### src/rtl/core/glyph_row_rasterizer_top_defines.svh
// assertion macros used by the rasteriser controller
`ifndef GLYPH_ROW_RASTERIZER_TOP_DEFINES_SVH
`define GLYPH_ROW_RASTERIZER_TOP_DEFINES_SVH
// clocked implication check
`define GRR_ASSERT_IMP(label, clk, rst_n, ante, cons) \
  label: assert property (@(posedge clk) disable iff (!rst_n) (ante) |-> (cons)) \
    else $error("assertion failed");
// next-cycle implication check
`define GRR_ASSERT_NEXT(label, clk, rst_n, ante, cons) \
  label: assert property (@(posedge clk) disable iff (!rst_n) (ante) |=> (cons)) \
    else $error("assertion failed");
`endif

### src/rtl/core/grr_pkg.sv
// shared types and constants of the glyph row rasteriser
package grr_pkg;
  localparam int unsigned GlyphEntries = 256;
  localparam int unsigned BitmapBytes  = 4096;
  localparam int unsigned MaxGlyphSide = 32;

  localparam logic [1:0] KindSetPen   = 2'd0;
  localparam logic [1:0] KindDraw     = 2'd1;
  localparam logic [1:0] KindGlyph    = 2'd2;
  localparam logic [1:0] KindByte     = 2'd3;

  localparam logic [2:0] RegFirstCode = 3'd0;
  localparam logic [2:0] RegLastCode  = 3'd1;
  localparam logic [2:0] RegBandLeft  = 3'd2;
  localparam logic [2:0] RegBandTop   = 3'd3;
  localparam logic [2:0] RegBandWidth = 3'd4;
  localparam logic [2:0] RegBandHght  = 3'd5;
  localparam logic [2:0] RegColour    = 3'd6;
  localparam logic [2:0] RegAlpha     = 3'd7;

  typedef struct packed {
    logic [1:0]         kind;
    logic [7:0]         char_code;
    logic signed [11:0] pen_x;
    logic signed [11:0] pen_y;
    logic [11:0]        address;
    logic [7:0]         byte_value;
    logic [11:0]        bitmap_start;
    logic [5:0]         glyph_cols;
    logic [5:0]         glyph_rows;
    logic [7:0]         advance;
    logic signed [7:0]  offset_x;
    logic signed [7:0]  offset_y;
  } item_t;

  typedef struct packed {
    logic [10:0]        screen_row;
    logic signed [11:0] start_column;
    logic [31:0]        pixel_mask;
    logic [15:0]        colour_out;
    logic [8:0]         coverage;
    logic               last_row;
  } result_t;

  // glyph entry as stored: start, cols, rows, advance, offsets
  typedef struct packed {
    logic [11:0]       start;
    logic [5:0]        cols;
    logic [5:0]        rows;
    logic [7:0]        adv;
    logic signed [7:0] offx;
    logic signed [7:0] offy;
  } glyph_t;

  // controller to datapath
  typedef struct packed {
    logic cap_item;   // register the transaction
    logic glyph_rd;   // write glyph table or bitmap store
    logic setup;      // latch glyph, compute row geometry
    logic take_byte;  // shift read byte into row buffer
    logic row_done;   // advance to next row
    logic emit;       // present the row result
    logic advance;    // move the pen
  } ctrl_t;

  // datapath to controller
  typedef struct packed {
    logic [1:0] kind;
    logic       in_font;
    logic       no_rows;
    logic       row_visible;
    logic       row_bytes_left;
    logic       last_glyph_row;
  } stat_t;
endpackage

### src/rtl/core/grr_ctrl.sv
// controller: sequences glyph lookup, byte fetches and row output
module grr_ctrl (
  input  logic           clk_i,
  input  logic           rst_ni,
  input  logic           start_i,
  output logic           busy_o,
  input  grr_pkg::stat_t stat_i,
  output grr_pkg::ctrl_t ctrl_o,
  output logic           valid_o
);
  typedef enum logic [2:0] {
    StIdle, StDecode, StLookup, StSetup, StFetch, StGather, StRow, StEmit
  } state_e;

  state_e state_q;
  logic   valid_q;

  always_comb begin
    ctrl_o = '0;
    ctrl_o.cap_item = start_i && (state_q == StIdle);
    case (state_q)
      StDecode: ctrl_o.glyph_rd = 1'b1;
      StSetup:  ctrl_o.setup    = 1'b1;
      // a glyph with no rows still moves the pen
      StFetch:  ctrl_o.advance  = stat_i.no_rows;
      StGather: ctrl_o.take_byte = 1'b1;
      StRow: begin
        ctrl_o.row_done = 1'b1;
        ctrl_o.emit     = stat_i.row_visible;
        ctrl_o.advance  = stat_i.last_glyph_row;
      end
      default: ;
    endcase
  end

  always_ff @(posedge clk_i or negedge rst_ni) begin
    if (!rst_ni) begin
      state_q <= StIdle;
      valid_q <= 1'b0;
    end else begin
      valid_q <= ctrl_o.emit;
      case (state_q)
        StIdle: if (start_i) state_q <= StDecode;
        StDecode: begin
          if (stat_i.kind == grr_pkg::KindDraw && stat_i.in_font) state_q <= StLookup;
          else state_q <= StIdle;
        end
        StLookup: state_q <= StSetup;
        StSetup:  state_q <= StFetch;
        StFetch: begin
          if (stat_i.no_rows) state_q <= StIdle;
          else if (stat_i.row_visible && stat_i.row_bytes_left) state_q <= StGather;
          else state_q <= StRow;
        end
        StGather: state_q <= StFetch;
        StRow: begin
          if (stat_i.last_glyph_row) state_q <= StIdle;
          else state_q <= StFetch;
        end
        default: state_q <= StIdle;
      endcase
    end
  end

  assign busy_o  = (state_q != StIdle);
  assign valid_o = valid_q;

  `include "glyph_row_rasterizer_top_defines.svh"
  `GRR_ASSERT_IMP(a_emit_in_row, clk_i, rst_ni, ctrl_o.emit, state_q == StRow)
  `GRR_ASSERT_NEXT(a_valid_follows, clk_i, rst_ni, ctrl_o.emit, valid_q)
  `GRR_ASSERT_IMP(a_take_not_idle, clk_i, rst_ni, ctrl_o.take_byte, busy_o)
endmodule
### config.mk
export PLATFORM = sky130hd
export DESIGN_NAME = grr_ctrl
export DESIGN_NICKNAME = d
export VERILOG_FILES = /design/src/rtl/core/grr_pkg.sv /design/src/rtl/core/grr_ctrl.sv
export VERILOG_INCLUDE_DIRS = /design/src /design/src/rtl/core
export SDC_FILE = /design/constraint.sdc
export NUM_CORES = 1
export LEC_CHECK = 0
export ABC_CLOCK_PERIOD_IN_PS = 1160
export BUFFER_PORTS_ARGS = -buffer_cell sky130_fd_sc_hd__buf_2
export CAP_MARGIN = 40
export CORE_AREA = 2 2 39 41
export CTS_CLUSTER_DIAMETER = 50
export CTS_CLUSTER_SIZE = 25
export DETAILED_ROUTE_END_ITERATION = 12
export DIE_AREA = 0 0 41 43
export GPL_TIMING_DRIVEN = 0
export SLEW_MARGIN = 20
export SYNTH_ARGS = -nofsm -noshare
export SYNTH_HDL_FRONTEND = slang
export SYNTH_SLANG_ARGS = --single-unit
### constraint.sdc
create_clock -name clk_i -period 1.16 [get_ports clk_i]
set_clock_uncertainty 0.05 [all_clocks]
set_input_delay 0.058 -clock clk_i [delete_from_list [all_inputs] [get_ports clk_i]]
set_output_delay 0.058 -clock clk_i [all_outputs]
set_load 0.01 [all_outputs]
; Word-level counts from Yosys, hierarchy flattened
; Index checks and enable logic that the tools add are counted.
[word_totals]
register_bits = 4
inputBits = 10
[classes]
n_mux = 11
n_reduce_logical = 6
n_eq_ne = 8
[op_table]
columns = cell, n
row1 = one-hot mux 3 bit (6 select lines), 1
row2 = "== test 3 bit, second input constant", 3
row3 = 2-to-1 mux 3 bit, 3
row4 = "== test 3 x 2 -> 1 bit, second input constant", 2
row5 = 2-to-1 mux 2 bit, 3
row6 = "== test 3 x 1 -> 1 bit, second input constant", 1
row7 = logical AND 1 bit, 3
row8 = logical NOT 3 bit, 1
row9 = 2-to-1 mux 1 bit, 3
row10 = nonzero test 3 bit, 1
row11 = "== test 2 x 1 -> 1 bit, second input constant", 1
row12 = "inequality test 2 bit, second input constant", 1
row13 = one-hot mux 1 bit (2 select lines), 1
row14 = OR reduction 2 bit, 1

; Logic depth before layout (Yosys ltp)
[depth]
ltp_word = 4
mapped_depth = 4

; Worst setup path after synthesis
; No wires, ideal clock.
[synth_timing]
kind = reg-to-output
from = reg state_q[1]
to = out ctrl_o[6] (netlist name)
t_arrival_ns = 1.074
path_buffers = 1
path_slack_ns = -0.022
required_time_ns = 1.052
stages_incl_launch_ff = 4
path_cell_list = dfrtp_1 buf_6 or3_4 nor2_1
[synth_rtl]
columns = item, line
row1 = start: declaration, grr_ctrl.sv:15  ; state_e state_q;
row2 = start signal: assignment, grr_ctrl.sv:38  ; state_q <= StIdle;
row3 = start signal: assignment, grr_ctrl.sv:43  ; StIdle: if (start_i) state_q <= StDecode;
row4 = start signal: assignment, grr_ctrl.sv:45  ; if (stat_i.kind == grr_pkg::KindDraw && stat_i.in_font) state_q <= StLookup;
row5 = end: declaration, grr_ctrl.sv:8  ; output grr_pkg::ctrl_t ctrl_o,

==> flow_summary.ini <==
[clock_tree]
cts.sinks = 4
cts_tree = built
clock_latency_ns = 0.23
clockBufferDepth = 2
cts_buffers = 3
cts_htree_levels = 1
path_clk_slew_ns = 0.04
root_buffer = clkbuf_4

[die]
num_rows = 14
fp.dieH_um = 43
initial_core_util_pct = 21.8
io_pins = 19
die-area_um2 = 1760
core_area_um2 = 1380
die_width_um = 41

[grt]
grt_pass1_wl_mm = 1.20
antenna_found_initial = 0
grt-ovfl-total = 0
grtUsageTotal_pct = 10.5
grt_max_degree = 11
grt_pass1_vias = 288

[min_path]
hold_path_class = primary input to flip-flop

[sta]
tightestPinTransition_ns = 0.151
max_freq_mhz = 713
fin_crit_sh_pct = 121
grt_setup_unrepaired = true
drv_slew = 0
finalHoldViolations = 0
setup_viol = 10
min_period_ns = 1.40
layout_setup_ws_ns = -0.243
relSlewSlack_pct = 89.9

[placement]
place_congestion = 0.686
hpwl_um = 559
place_inst = 68
numPortBuffers = 18

[outcome]
failed_checks = negative setup slack
status = finished, violations left

[final_layout]
finish.utilization_pct = 35.1
nFillCells = 153
synthToLayoutAreaGrowth_pct = 61.0
drive_gt1_share_pct = 61.0
diodes = 0
fin_nets = 71
most-common-layout-cells = buf_2, buf_4
stdcell_count = 75
final_common_cell = buf_2

[synthesis]
syn-instance-count = 34
yosys_warnings = 0
syn_area_um2 = 302
seq_area_frac_synth_pct = 33.2
synth-seq-cells = 4
ys_types = 23
synth.net_count = 44
postSynthAreaPerCell_um2 = 8.87

[pwr]
peakVddDrop_uv = 534
p_per_area_nw_per_um2 = 1740
leakagePower_uw = 0.000258

[setup_path]
cpPeakStageDelay_ns = 0.38
crit_chain = buf_6, or3_4, nor2_2, buf_2
cp_slowest_cell = dfrtp_1
endpoint_kind = output port
critPathRequiredTime_ns = 1.05
cp.arrival_ns = 1.29
critical_path_buf_inv_count = 2
cp-start-kind = flip-flop
cp_top_family = simple AND/OR/NAND/NOR gates
path_max_fanout = 2
path_class = flip-flop to output port

[route]
remaining_drc_errors = 0
vias_per_cell = 4.49
vias = 337
first_pass_iters = 4
wire_per_inst_um = 10.1
drtIter0Drc = 7
antenna_left = 0
routed_wl_um = 758

[flow_run]
drv_cap = 0
==> layout make-up <==
| class | instances | area [um2] | area share [%] |
|---|---|---|---|
| Timing Repair Buffer | 23 | 136 | 28.1 |
| Clock buffer | 3 | 22.5 | 4.64 |
| Tap cell | 16 | 20.0 | 4.12 |
| Inverter | 1 | 3.75 | 0.773 |
| Buffer | 2 | 22.5 | 4.64 |
| Multi-Input combinational cell | 26 | 179 | 36.9 |
| Sequential cell | 4 | 101 | 20.9 |
==> metal layers <==
metal	track usage (%)	vias to the layer above	routed length (um)
met5	0	-	0
met4	4.00	0	0
met3	6.28	0	62
met2	15.3	14	381
met1	12.0	155	314
li1	-	168	-
==> flip-flops by register name (all words and copies together), names as in the netlist <==
signal and cells:
state_q 3, valid_o 1
==> cell families (layout without fill, tap and decap cells) <==
group | count (synthesis) | in the layout | synth area share (%)
AND/OR/NAND/NOR | 20 | 20 | 40.7
AO/OA/AOI/OAI | 4 | 4 | 9.13
flip-flops | 4 | 4 | 33.2
buffers and inverters | 4 | 29 | 9.96
multiplexers | 2 | 2 | 7.05
==> stage by stage <==
stage	power (uW)	setup slack [ns]	cell area, um2	hold slack, ns	setup TNS [ns]
6_report	843	-0.243	485	0.0743	-1.41
5_1_grt	915	-0.299	485	0.0804	-1.91
4_1_cts	840	-0.254	470	0.0636	-1.47
3_5_place_dp	613	-0.0484	414	-0.181	-0.0484
3_3_place_gp	606	-0.0391	414	-0.183	-0.0391
2_1_floorplan	493	0.0176	304	-0.288	0
==> synth_stat cells <==
library cell,number,share of area [%]
dfrtp_1,4,33
nor2_1,4,5.0
buf_4,2,5.0
nand2_1,2,2.5
nor3_1,2,3.3
o21ai_1,2,3.3
or2b_1,2,5.0
a22o_1,1,2.9
and2_1,1,2.1
and2_2,1,2.5
and2b_2,1,2.9
and3_2,1,2.5
buf_6,1,3.7
inv_1,1,1.2
mux2_2,1,3.7
mux2i_1,1,3.3
nand2b_1,1,2.1
nand3_1,1,1.7
nand4b_1,1,2.9
nor2b_1,1,2.1
nor3b_1,1,2.5
o31a_1,1,2.9
or3_4,1,3.7
==> worst reg2reg max path: stages, from the launching register on <==
cell and delay, ns:
dfrtp_1 0.38, buf_6 0.12, buf_4 0.16, o31a_1 0.30, nor3_1 0.17
==> final timing paths <==
path / start / to / slack [ns] / cells past startpoint
worst max-delay path: state_q[1]$_DFFE_PN0P_ / ctrl_o[6] / -0.24 / 4
worst max register to register: state_q[1]$_DFFE_PN0P_ / state_q[0]$_DFFE_PN0P_ / -0.11 / 4
min in group asynchronous: rst_ni / valid_o$_DFF_PN0_ / 0.12 / 2
worst min register to register: state_q[2]$_DFFE_PN0P_ / state_q[1]$_DFFE_PN0P_ / 0.50 / 1
max in group asynchronous: rst_ni / state_q[2]$_DFFE_PN0P_ / 0.80 / 2
worst min-delay path: stat_i[2] / valid_o$_DFF_PN0_ / 0.07 / 2
==> what timing repair did <==
action / 4_1_cts / 5_1_grt
endpoints found under the setup margin: 7 / 9
pin swaps: 0 / 0
hold buffers: 1 / 0
buffers inserted: 2 / 2
resized for setup: 5 / 0
hold endpoints to repair: 4 / 0
==> report_power, final <==
part           switching [uW]  total (uW)  internal [uW]  leakage, uW
clock network            51.9         167            115    0.0000138
logic                     208         471            263     0.000193
registers                30.6         205            175    0.0000518
total                     290         843            553     0.000258
No activity file was read; power rests on OpenSTA's default activity.
